File: src/rtl/c2d_pkg.sv
// shared types and constants for the 2-d convolution block
package c2d_pkg;

   localparam logic [1:0] OP_SAMPLE = 2'd0;
   localparam logic [1:0] OP_WEIGHT = 2'd1;
   localparam logic [1:0] OP_BIAS   = 2'd2;

   localparam logic [2:0] REG_KW = 3'd0;
   localparam logic [2:0] REG_KH = 3'd1;
   localparam logic [2:0] REG_NK = 3'd2;
   localparam logic [2:0] REG_NC = 3'd3;
   localparam logic [2:0] REG_IW = 3'd4;
   localparam logic [2:0] REG_IH = 3'd5;

   localparam int RES_W = 40;
   localparam int ACC_W = 48;

   // controller to datapath
   typedef struct packed {
      logic clear;      // start a new kernel sum
      logic mac;        // accumulate the registered weight-sample product
      logic finish;     // subtract bias, saturate, load the output register
   } c2d_cmd_type;

endpackage

File: src/rtl/c2d_ctrl.sv
// controller: positions, store addressing and the per-window mac sequence
module c2d_ctrl
   import c2d_pkg::*;
#(
   parameter int MAX_KERNELS      = 16,
   parameter int MAX_KERNEL_SIDE  = 8,
   parameter int MAX_CHANNELS     = 16,
   parameter int MAX_IMAGE_WIDTH  = 256,
   parameter int MAX_IMAGE_HEIGHT = 256,
   parameter int LINE_AW          = 15,
   parameter int WEIGHT_AW        = 14
) (
   input  logic                 clock,
   input  logic                 reset,
   input  logic                 csr_we,
   input  logic [2:0]           csr_index,
   input  logic [8:0]           csr_wdata,
   input  logic                 req_tvalid,
   output logic                 req_tready,
   input  logic [1:0]           req_op,
   input  logic [13:0]          req_wslot,
   input  logic [3:0]           req_bslot,
   output logic                 line_we,
   output logic [LINE_AW-1:0]   line_waddr,
   output logic [LINE_AW-1:0]   line_raddr,
   output logic                 weight_we,
   output logic [WEIGHT_AW-1:0] weight_waddr,
   output logic [WEIGHT_AW-1:0] weight_raddr,
   output logic                 bias_we,
   output logic [3:0]           bias_waddr,
   output logic [3:0]           bias_raddr,
   output c2d_cmd_type          cmd,
   output logic                 rsp_tvalid,
   input  logic                 rsp_tready,
   output logic [7:0]           rsp_row,
   output logic [7:0]           rsp_col,
   output logic [3:0]           rsp_kernel,
   output logic                 rsp_last
);
   localparam int SW  = $clog2(MAX_KERNEL_SIDE + 1);
   localparam int KW  = $clog2(MAX_KERNELS + 1);
   localparam int CW  = $clog2(MAX_CHANNELS + 1);
   localparam int XW  = $clog2(MAX_IMAGE_WIDTH + 1);
   localparam int YW  = $clog2(MAX_IMAGE_HEIGHT + 1);
   localparam int LRW = (MAX_KERNEL_SIDE > 1) ? $clog2(MAX_KERNEL_SIDE) : 1;
   localparam int LXW = (MAX_IMAGE_WIDTH > 1) ? $clog2(MAX_IMAGE_WIDTH) : 1;
   localparam int LCW = (MAX_CHANNELS > 1) ? $clog2(MAX_CHANNELS) : 1;

   localparam logic [2:0] ST_IDLE = 3'd0;
   localparam logic [2:0] ST_RUN  = 3'd1;
   localparam logic [2:0] ST_WAIT = 3'd2;
   localparam logic [2:0] ST_FIN  = 3'd3;
   localparam logic [2:0] ST_OUT  = 3'd4;

   logic [3:0] kw_reg_ff, kh_reg_ff;
   logic [4:0] nk_reg_ff, nc_reg_ff;
   logic [8:0] iw_reg_ff, ih_reg_ff;
   logic [SW-1:0] kw, kh;
   logic [KW-1:0] nk;
   logic [CW-1:0] nc;
   logic [XW-1:0] iw;
   logic [YW-1:0] ih;

   logic [2:0]    state_ff, state_in;
   logic [YW-1:0] row_ff, row_in;
   logic [XW-1:0] col_ff, col_in;
   logic [CW-1:0] ch_ff, ch_in;
   logic [YW-1:0] top_ff, top_in;
   logic [XW-1:0] left_ff, left_in;
   logic [KW-1:0] k_ff, k_in;
   logic [SW-1:0] r_ff, r_in, c_ff, c_in;
   logic [CW-1:0] cc_ff, cc_in;
   logic [WEIGHT_AW:0] wa_ff, wa_in;
   logic [1:0] pipe_ff, pipe_in;
   logic rsp_valid_ff, rsp_valid_in;

   logic acc_sample, wrap, window_done, iter_last, issue;
   logic [YW-1:0] rowu;
   logic [XW-1:0] colu;
   logic [CW-1:0] chu;
   logic [YW:0]   lrow_full;
   logic [XW-1:0] lcol;

   function automatic logic [8:0] clampv(input logic [8:0] v, input int hi);
      logic [8:0] r;
      r = v;
      if (v == 9'd0) begin
         r = 9'd1;
      end else if (32'(v) > hi) begin
         r = 9'(hi);
      end
      return r;
   endfunction

   assign kw = SW'(clampv({5'd0, kw_reg_ff}, MAX_KERNEL_SIDE));
   assign kh = SW'(clampv({5'd0, kh_reg_ff}, MAX_KERNEL_SIDE));
   assign nk = KW'(clampv({4'd0, nk_reg_ff}, MAX_KERNELS));
   assign nc = CW'(clampv({4'd0, nc_reg_ff}, MAX_CHANNELS));
   assign iw = XW'(clampv(iw_reg_ff, MAX_IMAGE_WIDTH));
   assign ih = YW'(clampv(ih_reg_ff, MAX_IMAGE_HEIGHT));

   always_ff @(posedge clock) begin
      if (reset) begin
         kw_reg_ff <= 4'd3;
         kh_reg_ff <= 4'd3;
         nk_reg_ff <= 5'd1;
         nc_reg_ff <= 5'd1;
         iw_reg_ff <= 9'd32;
         ih_reg_ff <= 9'd32;
      end else if (csr_we) begin
         case (csr_index)
            REG_KW:  kw_reg_ff <= csr_wdata[3:0];
            REG_KH:  kh_reg_ff <= csr_wdata[3:0];
            REG_NK:  nk_reg_ff <= csr_wdata[4:0];
            REG_NC:  nc_reg_ff <= csr_wdata[4:0];
            REG_IW:  iw_reg_ff <= csr_wdata;
            REG_IH:  ih_reg_ff <= csr_wdata;
            default: ;
         endcase
      end
   end

   // out-of-bounds positions restart the image
   assign wrap = (row_ff >= ih) || (col_ff >= iw) || (ch_ff >= nc);
   assign rowu = wrap ? '0 : row_ff;
   assign colu = wrap ? '0 : col_ff;
   assign chu  = wrap ? '0 : ch_ff;

   // a result waiting in the output register does not hold off the input
   assign req_tready = (state_ff == ST_IDLE);
   assign acc_sample = req_tvalid && req_tready && (req_op == OP_SAMPLE);
   assign window_done = (32'(chu) + 1 >= 32'(nc)) && (32'(rowu) + 1 >= 32'(kh))
                        && (32'(colu) + 1 >= 32'(kw));

   assign line_we    = acc_sample;
   assign line_waddr = LINE_AW'({rowu[LRW-1:0], colu[LXW-1:0], chu[LCW-1:0]});
   assign weight_we  = req_tvalid && req_tready && (req_op == OP_WEIGHT)
                       && (32'(req_wslot) < (1 << WEIGHT_AW));
   assign weight_waddr = WEIGHT_AW'(req_wslot);
   assign bias_we    = req_tvalid && req_tready && (req_op == OP_BIAS)
                       && (32'(req_bslot) < MAX_KERNELS);
   assign bias_waddr = req_bslot;
   assign bias_raddr = 4'(k_ff);

   assign lrow_full  = (YW + 1)'(top_ff) + (YW + 1)'(r_ff);
   assign lcol       = left_ff + XW'(c_ff);
   assign line_raddr = LINE_AW'({lrow_full[LRW-1:0], lcol[LXW-1:0], cc_ff[LCW-1:0]});
   assign weight_raddr = wa_ff[WEIGHT_AW-1:0];

   assign issue = (state_ff == ST_RUN);
   assign iter_last = (cc_ff + 1 == nc) && (c_ff + 1 == kw) && (r_ff + 1 == kh);

   always_comb begin
      state_in = state_ff;
      row_in = row_ff; col_in = col_ff; ch_in = ch_ff;
      top_in = top_ff; left_in = left_ff;
      k_in = k_ff; r_in = r_ff; c_in = c_ff; cc_in = cc_ff;
      wa_in = wa_ff;
      pipe_in = {pipe_ff[0], issue};
      rsp_valid_in = rsp_valid_ff && !rsp_tready;
      cmd = '0;
      cmd.mac = pipe_ff[1];
      case (state_ff)
         ST_IDLE: begin
            if (acc_sample) begin
               row_in = rowu; col_in = colu; ch_in = chu;
               if (32'(chu) + 1 < 32'(nc)) begin
                  ch_in = chu + 1'b1;
               end else begin
                  ch_in = '0;
                  if (32'(colu) + 1 >= 32'(iw)) begin
                     col_in = '0;
                     row_in = (32'(rowu) + 1 >= 32'(ih)) ? '0 : rowu + 1'b1;
                  end else begin
                     col_in = colu + 1'b1;
                  end
                  if (window_done) begin
                     top_in  = YW'(rowu + 1'b1 - YW'(kh));
                     left_in = XW'(colu + 1'b1 - XW'(kw));
                     k_in = '0; r_in = '0; c_in = '0; cc_in = '0;
                     wa_in = '0;
                     cmd.clear = 1'b1;
                     state_in = ST_RUN;
                  end
               end
            end
         end
         ST_RUN: begin
            // weight slots are contiguous per kernel in r, c, channel order
            wa_in = wa_ff + 1'b1;
            if (cc_ff + 1 != nc) begin
               cc_in = cc_ff + 1'b1;
            end else begin
               cc_in = '0;
               if (c_ff + 1 != kw) begin
                  c_in = c_ff + 1'b1;
               end else begin
                  c_in = '0;
                  r_in = r_ff + 1'b1;
               end
            end
            if (iter_last) begin
               r_in = '0;
               state_in = ST_WAIT;
            end
         end
         ST_WAIT: begin
            if (!pipe_ff[0] && !pipe_ff[1]) begin
               state_in = ST_FIN;
            end
         end
         ST_FIN: begin
            if (!rsp_valid_ff) begin
               cmd.finish = 1'b1;
               rsp_valid_in = 1'b1;
               state_in = ST_OUT;
            end
         end
         ST_OUT: begin
            // result register loaded; start the next kernel, if any, while it waits
            cmd.clear = 1'b1;
            if (k_ff + 1 == nk) begin
               state_in = ST_IDLE;
            end else begin
               k_in = k_ff + 1'b1;
               state_in = ST_RUN;
            end
         end
         default: state_in = ST_IDLE;
      endcase
      // unknown register indexes leave the positions alone
      if (csr_we && (csr_index inside {[REG_KW:REG_IH]})) begin
         row_in = '0; col_in = '0; ch_in = '0;
      end
   end

   always_ff @(posedge clock) begin
      if (reset) begin
         state_ff <= ST_IDLE;
         row_ff <= '0; col_ff <= '0; ch_ff <= '0;
         pipe_ff <= '0;
         rsp_valid_ff <= 1'b0;
      end else begin
         state_ff <= state_in;
         row_ff <= row_in; col_ff <= col_in; ch_ff <= ch_in;
         pipe_ff <= pipe_in;
         rsp_valid_ff <= rsp_valid_in;
      end
   end

   always_ff @(posedge clock) begin
      top_ff <= top_in; left_ff <= left_in;
      k_ff <= k_in; r_ff <= r_in; c_ff <= c_in; cc_ff <= cc_in;
      wa_ff <= wa_in;
      if (cmd.finish) begin
         rsp_row    <= 8'(top_ff);
         rsp_col    <= 8'(left_ff);
         rsp_kernel <= 4'(k_ff);
         rsp_last   <= (k_ff + 1 == nk);
      end
   end

   assign rsp_tvalid = rsp_valid_ff;

   a_no_accept_busy: assert property (@(posedge clock) disable iff (reset)
      (state_ff != ST_IDLE) |-> !req_tready)
      else $error("input taken during window");
   a_finish_idle_out: assert property (@(posedge clock) disable iff (reset)
      cmd.finish |-> !rsp_valid_ff)
      else $error("result register overwritten");
   a_mac_after_run: assert property (@(posedge clock) disable iff (reset)
      cmd.mac |-> $past(state_ff == ST_RUN, 2))
      else $error("mac without issue");
endmodule

File: config.mk
export PLATFORM = sky130hd
export DESIGN_NAME = c2d_ctrl
export DESIGN_NICKNAME = d
export VERILOG_FILES = /design/src/rtl/c2d_pkg.sv /design/src/rtl/c2d_ctrl.sv
export SDC_FILE = /design/constraint.sdc
export NUM_CORES = 1
export LEC_CHECK = 0
export ABC_AREA = 1
export BUFFER_PORTS_ARGS = -buffer_cell sky130_fd_sc_hd__buf_2
export CAP_MARGIN = 20
export CORE_MARGIN = 2
export CORE_UTILIZATION = 58
export DETAILED_ROUTE_END_ITERATION = 10
export PLACE_DENSITY = 0.87
export SLEW_MARGIN = 20
export SYNTH_ARGS = -nofsm -noshare
export SYNTH_HDL_FRONTEND = slang
export SYNTH_SLANG_ARGS = --single-unit
File: constraint.sdc
create_clock -name clock -period 7.3 [get_ports clock]
set_clock_uncertainty 0.15 [all_clocks]
set_input_delay 0 -clock clock [delete_from_list [all_inputs] [get_ports clock]]
set_output_delay 0 -clock clock [all_outputs]
set_load 0.01 [all_outputs]
After elaboration in Yosys (flattened, before gate mapping)
Cells that the tools add are included.
{"block": "classes", "n_addsub": 19, "magnitude_cmp": 17, "eq_ne": 27, "n_mux": 58, "n_bitwise": 1, "reduce_logical": 42}
{"cell": "$mux W9", "count": 11}
{"cell": "$ge A32 B4 Y1", "count": 2}
{"cell": "$mux W5", "count": 11}
{"cell": "$mux W4", "count": 12}
{"cell": "$mux W15", "count": 3}
{"cell": "$eq A32 B4 Y1", "count": 1}
{"cell": "$eq A32 B5 Y1", "count": 1}
{"cell": "$ge A32 B5 Y1", "count": 1}
{"cell": "$pmux W15 S2", "count": 1}
{"cell": "$add A9 B1 Y10 const B", "count": 2}
{"cell": "$ge A10 B9 Y1", "count": 2}
{"cell": "$pmux W5 S2", "count": 2}
{"cell": "$add A5 B1 Y6 const B", "count": 3}
{"cell": "$add A9 B1 Y9 const B", "count": 2}
{"cell": "$ge A9 B9 Y1", "count": 2}
{"cell": "$gt A9 B9 Y1 const B", "count": 2}
{"cell": "$logic_not A9 Y1", "count": 2}
{"cell": "$mux W3", "count": 6}
{"cell": "$pmux W4 S2", "count": 2}
{"cell": "$sub A8 B4 Y8", "count": 2}
{"cell": "$add A15 B1 Y15 const B", "count": 1}
{"cell": "$add A5 B1 Y5 const B", "count": 3}
{"cell": "$pmux W3 S5", "count": 1}
{"cell": "$reduce_and A2 Y1", "count": 7}
{"cell": "37 further kinds", "count": 82}
{"block": "totals", "ff_bits": 135, "input_bits": 37, "output_inout_bits": 95, "word_cells": 187}

Logic depth before layout (Yosys ltp)
Gate-level depths: netlist of the first run.
{"block": "logic_depth", "word_depth": 15, "depth_mapped": 38, "depth_no_buf": 37}

Worst setup path before layout of the first run
No wires, ideal clock.
{"block": "synth_path", "kind": "reg2reg", "from": "register ih_reg_ff[4]", "to": "register c_ff[0] (enable)", "setup_time_ps": 309, "t_arrival_ps": 4838, "required_time_ps": 6841, "slack_ps": 2003, "stages_incl_launch_ff": 32, "cell_sequence": "dfxtp_1 -> nor4_1 -> nand2_1 -> nor3_1 -> nor2_1 -> inv_1 -> nand2_1 -> ha_1 -> nand2_1 -> inv_1 -> nand2_1 -> nand2_1 -> nand2_1 -> nand3_2 -> nor2_4 -> nand2_4 -> buf_6 -> clkbuf_1 -> nor2_1 -> ha_1 -> nand3_1 -> xnor2_1 -> ha_1 -> nand3_1 -> nor3_1 -> a211oi_1 -> nand2_2 -> inv_2 -> nor2_1 -> nand3_4 -> a21oi_4 -> and2_1"}
{"block": "synth_between", "elab_chain_len": 13, "word_cells_on_any_way": 22, "classes_between": "add/sub: 3; order compare: 6; eq/ne: 2; mux: 5; reduce/logical: 6"}
{"element": "start, declared", "line": "c2d_ctrl.sv:57", "source": "logic [8:0] iw_reg_ff, ih_reg_ff;"}
{"element": "start signal, assigned", "line": "c2d_ctrl.sv:117", "source": "REG_IH: ih_reg_ff <= csr_wdata;"}
{"element": "$gt A9 B9 Y1", "line": "c2d_ctrl.sv:89", "source": "end else if (32'(v) > hi) begin"}
{"element": "$mux W9", "line": "c2d_ctrl.sv:89"}
{"element": "$mux W9 (*)", "line": "c2d_ctrl.sv:87", "source": "if (v == 9'd0) begin"}
{"element": "$ge A9 B9 Y1 (*)", "line": "c2d_ctrl.sv:124", "source": "assign wrap = (row_ff >= ih) || (col_ff >= iw) || (ch_ff >= nc);"}
{"element": "$logic_or A1 B1 Y1 (*) (2 in a row)", "line": "c2d_ctrl.sv:124"}
{"element": "$mux W5 (*)", "line": "c2d_ctrl.sv:127", "source": "assign chu = wrap ? '0 : ch_ff;"}
{"element": "named net line_waddr[0]", "line": "c2d_ctrl.sv:24", "source": "output logic [LINE_AW-1:0] line_waddr,"}
{"element": "$add A5 B1 Y6 (*)", "line": "c2d_ctrl.sv:132, c2d_ctrl.sv:167"}
{"element": "$ge A32 B5 Y1", "line": "c2d_ctrl.sv:132", "source": "assign window_done = (32'(chu) + 1 >= 32'(nc)) && (32'(rowu) + 1 >= 32'(kh))"}
{"element": "$logic_and A1 B1 Y1", "line": "c2d_ctrl.sv:132"}
{"element": "$logic_and A1 B1 Y1", "line": "c2d_ctrl.sv:133", "source": "&& (32'(colu) + 1 >= 32'(kw));"}
{"element": "$ne A2 B1 Y1 (no line)"}
{"element": "$reduce_and A5 Y1 (no line) (*)"}
{"element": "end signal, assigned", "line": "c2d_ctrl.sv:253", "source": "k_ff <= k_in; r_ff <= r_in; c_ff <= c_in; cc_ff <= cc_in;"}
{"element": "end, declared", "line": "c2d_ctrl.sv:71", "source": "logic [SW-1:0] r_ff, r_in, c_ff, c_in;"}
Mark *: on every way through the listed nets, which the timed path passes. The rest lies on a longest branch.
A chain may end at the register's enable or synchronous reset.

Worst setup path in the final report of the first run
{"block": "layout_path", "from": "register ih_reg_ff[4]", "to": "register c_ff[3] (enable)"}
{"block": "layout_between", "elab_chain_len": 13, "word_cells_on_any_way": 22, "classes_between": "add/sub: 3; order compare: 6; eq/ne: 2; mux: 5; reduce/logical: 6"}
{"element": "$gt A9 B9 Y1", "line": "c2d_ctrl.sv:89"}
{"element": "$mux W9", "line": "c2d_ctrl.sv:89"}
{"element": "$mux W9 (*)", "line": "c2d_ctrl.sv:87"}
{"element": "$ge A9 B9 Y1 (*)", "line": "c2d_ctrl.sv:124"}
{"element": "$logic_or A1 B1 Y1 (*) (2 in a row)", "line": "c2d_ctrl.sv:124"}
{"element": "$mux W9 or $mux W5 (tied branches)", "line": "c2d_ctrl.sv:125, c2d_ctrl.sv:127"}
{"element": "$add A9 B1 Y10 or $add A5 B1 Y6 (tied branches)", "line": "c2d_ctrl.sv:132, c2d_ctrl.sv:167"}
{"element": "$ge A32 B4 Y1 or $ge A32 B5 Y1 (tied branches)", "line": "c2d_ctrl.sv:132"}
{"element": "$logic_and A1 B1 Y1", "line": "c2d_ctrl.sv:132"}
{"element": "$logic_and A1 B1 Y1", "line": "c2d_ctrl.sv:133"}
{"element": "$ne A2 B1 Y1 (no line)"}
{"element": "$reduce_and A5 Y1 (no line) (*)"}
Mark *: on every way between the ends. The rest lies on a longest branch, timed or not.

==> results.toml, run 1 <==
[power_and_ir_drop]
power_leakage_nw = 4.46
finalPower_mw = 2.88
p_per_area_nw_per_um2 = 293
ir_drop_uv = 168

[yosys]
netlist_area_um2 = 8410
synth_top_area_cell = "edfxtp_1"
yosysWarnings = 0
async_flop_share = 0
ys_types = 45
syn_avg_cell_area_um2 = 7.94
seq_area_frac_synth = 0.401
synth_edf_count = 69
syn_inst = 1059
synth_top_area_frac = 0.246
ys_ff_latch = 134
synth_nets = 1166
synth_ff_type = "edfxtp_1"
synth_area_leaders = "edfxtp_1, dfxtp_1, ha_1"

[outcome]
status = "finished clean"

[clock_tree]
numCtsBuffers = 17
htree_num_levels = 4
max-clock-path-buffers = 2
cts_tree = "built"
cts_resized = 0
clk_pin_slew_worst_paths_ns = 0.06
postCtsSetupBuffers = 0
cts_sinks = 134
clock-root-buffer = "clkbuf_16"
insertion_delay_ns = 0.44

[routing]
drt_iter0_markers = 811
routed_wl_um = 21200
drt-vias-per-instance = 5.52
num_vias = 7575
wl_per_cell_um = 15.4
ant_nets = 0
drt_first_pass_iters = 6
drc = 0

[sta]
period_share = 0.813
rsz0062_at_grt = "false"
hold_violations = 0
min_period_ns = 5.94
slew_headroom = 0.367
fmax_mhz = 168
setup_viol = 0
tns_ns = 0
slew_viol_final = 0
worstMarginPinSlew_ns = 0.944
setup_ws_ns = 1.36

[floorplan]
rows = 44
die_w_um = 124
io-pin-count = 132
coreArea_um2 = 14400
initial_core_util = 0.585
die_y_um = 124
die-area_um2 = 15500

[worst_setup_path]
cp.required_ns = 7.27
path_class = "reg2reg"
crit_path_max_incr_delay_ns = 0.48
critical_path.slowest_cell = "a21oi_4"
cpMostUsedCell = "nand2_1"
startpoint_type = "flop"
cp_data_arrival_time_ns = 5.91
cp_max_fo = 21
end_kind = "flop"

[finish]
postLayoutCoreUtil = 0.685
layout_commonest_cell = "nand2_1"
nNetsFinal = 1283
areaGrowthSynthToFinish_pct = 17.0
filler_cell_count = 1134
final_area_um2 = 9840
layout_common_cells = "nand2_1, nor2_1, inv_1, buf_2, a21oi_1"
diodes = 0
drive_gt1_frac = 0.135

[global_routing]
track_usage = 0.275
grt_overflow = 0
grt_pass1_vias = 7005
antenna_found_initial = 0
grt_pass1_wl_um = 34400
grt_max_degree = 38

[placed_design]
dp_hpwl_um = 15000
place_area_um2 = 8880
gp_congestion = 0.894
pre_cts_slack_ns = 1.48
portBuffers = 95

[flow_run]
cap_violations = 0

[worst_hold_path]
hp-class = "in2out"
==> final cells by class <==
cell class / instances / area (um^2) / share of cell area
tap: 184 / 230 / 0.0234
multi-input combinational: 734 / 4200 / 0.427
clock inverter: 14 / 126 / 0.0128
sequential: 134 / 3370 / 0.343
timing repair buffer: 141 / 921 / 0.0936
clock buffer: 18 / 429 / 0.0436
inverter: 148 / 558 / 0.0567
==> logic make-up after synthesis <==
kind of cell	count (synthesis)	share of synthesized area
DFF	134	0.401
adders and majority gates	70	0.108
xor gates and xnor gates	44	0.0458
buffers and inverters	191	0.0998
AOI/OAI and AO/OA	169	0.109
and+or+nand+nor	451	0.236
==> flip-flops by register name, summed over array words and instances (netlist names), 5 cells and up <==
register	cells
row_ff	9
nk_reg_ff	5
ih_reg_ff	9
cc_ff	5
col_ff	9
nc_reg_ff	5
top_ff	8
wa_ff	14
iw_reg_ff	9
left_ff	8
k_ff	5
ch_ff	5
rsp_col	8
rsp_row	8
==> layer usage <==
layer | wire [um] | global-route usage | vias up | share of wire
met3 | 1610 | 0.0541 | 55 | 0.076
met4 | 568 | 0.107 | 0 | 0.027
met1 | 8940 | 0.357 | 3451 | 0.42
met5 | 0 | 0 | - | 0
met2 | 10100 | 0.455 | 336 | 0.48
li1 | - | - | 3733 | -
==> path summary, 6_finish.rpt <==
kind / start / slack, ns / to / depth (start not counted)
worst max-delay path: ih_reg_ff[4]$_SDFFE_PP0P_ / 1.36 / c_ff[3]$_SDFFCE_PN0P_ / 32
worst min-delay path: req_op[0] / 0.14 / bias_we / 3
worst max register to register: ih_reg_ff[4]$_SDFFE_PP0P_ / 1.36 / c_ff[3]$_SDFFCE_PN0P_ / 32
worst min register to register: top_ff[3]$_DFFE_PP_ / 0.26 / rsp_row[3]$_DFFE_PP_ / 0
==> stage by stage <==
| stage | std cells | hold WS, ns |
|---|---|---|
| 6_report | 1373 | 0.140 |
| 5_1_grt | 1373 | 0.139 |
| 4_1_cts | 1373 | 0.135 |
| 3_5_place_dp | 1301 | -0.150 |
| 3_3_place_gp | 1301 | -0.150 |
| 2_1_floorplan | 1059 | -0.0993 |
==> power by group <==
part | total, mW | leakage (nW) | switching (mW) | internal [mW]
combinational | 0.972 | 3.03 | 0.620 | 0.352
sequential | 1.10 | 1.17 | 0.121 | 0.976
clock | 0.815 | 0.262 | 0.346 | 0.469
==> cell usage after synthesis, types with 3 or more instances <==
library cell / n
nand2_1: 165
nor2_1: 147
inv_1: 140
a21oi_1: 79
edfxtp_1: 69
ha_1: 66
dfxtp_1: 65
o21ai_0: 64
nand3_1: 58
nor3_1: 30
xor2_1: 30
buf_4: 27
nand4_1: 16
xnor2_1: 14
clkbuf_1: 11
nor2_2: 8
nand2_2: 7
a22oi_1: 6
clkinv_1: 5
nor2_4: 5
fa_1: 4
o211ai_1: 4
buf_2: 3
nor3b_1: 3
nor4_1: 3
==> critical path: cells and delay by family (launching register included) <==
family | cells | cell delay, ns
flip-flops | 1 | 0.32
buffers and inverters | 5 | 0.61
AO/OA/AOI/OAI | 3 | 0.80
AND/OR/NAND/NOR | 21 | 2.86
adder cells (fa/ha/maj) | 3 | 0.88
==> repair_timing <==
| item | CTS | global route |
|---|---|---|
| hold buffers | 40 | 0 |
| endpoints found under the hold margin | 72 | 0 |
| endpoints found under the setup margin | 0 | 0 |
No activity file was read; power rests on OpenSTA's default activity.
==> inputs of run 2 (changes only) <==
Settings changed: ABC_AREA 1 to 0, CORE_UTILIZATION 58 to 52, PLACE_DENSITY 0.87 to 0.83.
Clock period 7.3 ns to 4.8 ns, I/O delays scaled along.
==> results.toml, run 2 <==
[clock_tree]
cts_sinks = 134
insertion_delay_ns = 0.43
clock-root-buffer = "clkbuf_16"
max-clock-path-buffers = 2
cts_tree = "built"
numCtsBuffers = 17
clk_pin_slew_worst_paths_ns = 0.06
htree_num_levels = 4

[power_and_ir_drop]
intPower_mw = 2.26
switching_power_uw = 788
power_leakage_nw = 4.36
p_per_area_nw_per_um2 = 286
p_sw_frac = 0.259
pwr-share-comb = 0.137
finalPower_mw = 3.04
power_frac_clock = 0.443
ir_drop_uv = 290
seqPwrFrac = 0.420

[routing]
drt-vias-per-instance = 5.73
num_vias = 7444
wl_per_cell_um = 17.2
routed_wl_um = 22300
drt_iter0_markers = 730
drc = 0
ant_nets = 0
drt_first_pass_iters = 6

[yosys]
synth_top_area_cell = "edfxtp_1"
seq_area_frac_synth = 0.397
ys_types = 76
synth_nets = 1018
yosysWarnings = 0
synth-xor-area-share = 0.0724
syn_inst = 911
synth.mux.area_fraction = 0.0224
synthTopCellsByCount = "nand2_1, nor2_1, edfxtp_1"
syn_avg_cell_area_um2 = 9.33
synth_top_area_frac = 0.244
ys_ff_latch = 134
synth_edf_count = 69
netlist_area_um2 = 8500
synth-compound-area-share = 0.144
synth_top_family_by_area = "simple AND/OR/NAND/NOR gates"
synth_area_leaders = "edfxtp_1, dfxtp_1, ha_1"
synth-adder-area-share = 0.107
synth_ff_type = "edfxtp_1"
synth-simple-area-share = 0.201
async_flop_share = 0
yosysMostFrequentCell = "nand2_1"

[floorplan]
coreArea_um2 = 15900
initial_core_util = 0.533
rows = 46
die-area_um2 = 17400
io-pin-count = 132
die_y_um = 132
die_w_um = 132

[worst_setup_path]
cp.required_ns = 5.00
r2r_slack_ns = 0.01
end_kind = "flop"
reg2reg_to = "col_ff[4]$_SDFFE_PP0P_"
cp_data_arrival_time_ns = 4.99
critical_path.slowest_cell = "or4_1"
startpoint_type = "flop"
crit_chain = "nor4_2 -> a21oi_1 -> nor2_1 -> ha_1 -> nand2b_4 -> a21o_1 -> a21oi_2 -> nand4_1 -> nor2_4 -> ha_4 -> and3_4 -> xnor2_1 -> nor2_1 -> ha_1 -> and3_4 -> a221o_1 -> a31oi_1 -> o21a_1 -> nand2_2 -> or4_1 -> a31oi_1"
crit_path_max_incr_delay_ns = 0.40
path_class = "reg2reg"
reg2regPathDepth = 21
rr_startpoint = "ih_reg_ff[4]$_SDFFE_PP0P_"
path_buf_inv = 0
cp_max_fo = 4
cpLargestDelayFamily = "simple AND/OR/NAND/NOR gates"

[worst_hold_path]
min_from = "req_op[1]"
hold_path_depth = 3
hp-class = "in2out"
min_to = "weight_we"

[sta]
hold_violations = 0
setup_viol = 0
rsz0062_at_grt = "true"
slew_viol_final = 0
tns_ns = 0
timing.hold.ws_ns = 0.116
period_share = 0.997
slew_headroom = 0.333
fmax_mhz = 209
min_period_ns = 4.79
worstMarginPinSlew_ns = 0.998

[global_routing]
grt_max_degree = 47
track_usage = 0.248
antenna_found_initial = 0
top_usage_layer = "met2"
grt_util_met2 = 0.402
grt_pass1_vias = 6878
grt_overflow = 0
grt_pass1_wl_um = 34800
gr-usage-met3 = 0.0458
grt_use_met1 = 0.327

[finish]
largest_reg_flops = 14
instances_no_fill = 1298
multi_input_area_um2 = 4860
layout_commonest_cell = "nand2_1"
regArea_um2 = 3370
filler_cell_count = 1218
layout_common_cells = "nand2_1, buf_2, nor2_1, edfxtp_1, dfxtp_1"
areaGrowthSynthToFinish_pct = 25.2
diodes = 0
nNetsFinal = 1176
regMostFlops = "wa_ff"
drive_gt1_frac = 0.224

[placed_design]
portBuffers = 95
dp_hpwl_um = 16000
gp_congestion = 0.934
dp_cells = 1203

[flow_run]
cap_violations = 0

[outcome]
status = "finished clean"
run 2: worst min-delay path: stages:
cell and delay (ns):
buf_2 0.09, nor3b_1 0.04, buf_2 0.13
run 2: final cells by class:
cell class	instances	share of cell area
multi-input combinational	679	0.456
sequential	134	0.317
timing repair buffer	197	0.130
clock buffer	19	0.0416
tap	216	0.0254
clock inverter	13	0.0156
inverter	40	0.0142
run 2: worst max path at each step:
stage,from,to,slack [ns],depth (start not counted)
after floorplan,ih_reg_ff[7]$_SDFFE_PP0P_,col_ff[4]$_SDFFE_PP0P_,-0.09,24
after global placement,ih_reg_ff[8]$_SDFFE_PP0P_,row_ff[8]$_SDFFE_PP0P_,0.16,22
after detailed placement,ih_reg_ff[7]$_SDFFE_PP0P_,row_ff[4]$_SDFFE_PP0P_,0.02,23
after CTS,ih_reg_ff[7]$_SDFFE_PP0P_,row_ff[8]$_SDFFE_PP0P_,0.01,22
after global routing,ih_reg_ff[4]$_SDFFE_PP0P_,row_ff[8]$_SDFFE_PP0P_,-0.20,23
final,ih_reg_ff[4]$_SDFFE_PP0P_,col_ff[4]$_SDFFE_PP0P_,0.01,21
run 2: stage by stage:
step | setup WS (ns) | utilization | instance area [um^2]
floorplan | -0.0879 | - | 8610
global placement | 0.160 | 0.584 | 9310
detailed placement | 0.0198 | 0.584 | 9310
CTS | 0.0107 | 0.650 | 10400
global route | -0.199 | 0.667 | 10600
finish | 0.0133 | 0.667 | 10600
run 2: layer usage:
layer | part of all wire | up-vias
li1 | - | 3547
met1 | 0.42 | 3541
met2 | 0.48 | 314
met3 | 0.078 | 42
met4 | 0.026 | 0
met5 | 0 | -
run 2: timing repair:
item,CTS,global route
hold endpoints to repair,59,0
pin swaps,3,31
gates resized for setup,4,34
hold buffers,41,0
endpoints found under the setup margin,5,52
buffers inserted,3,19
run 2: cells by family (layout without fill, tap and decap cells):
group                      count (synthesis)  after routing
muxes                                     19             19
DFF                                      134            134
adders and majority gates                 70             70
AOI/OAI and AO/OA                        172            172
xor gates and xnor gates                  67             67
buffers and inverters                     98            269
and+or+nand+nor                          351            351
run 2: power by group through the flow:
| stage | Combinational [mW] | Clock [mW] | Sequential, mW |
|---|---|---|---|
| after floorplan | 0.261 | 0 | 1.29 |
| after global placement | 0.340 | 0 | 1.30 |
| after detailed placement | 0.350 | 0 | 1.30 |
| after CTS | 0.388 | 1.35 | 1.28 |
| after global routing | 0.448 | 1.41 | 1.28 |
| final | 0.417 | 1.35 | 1.28 |
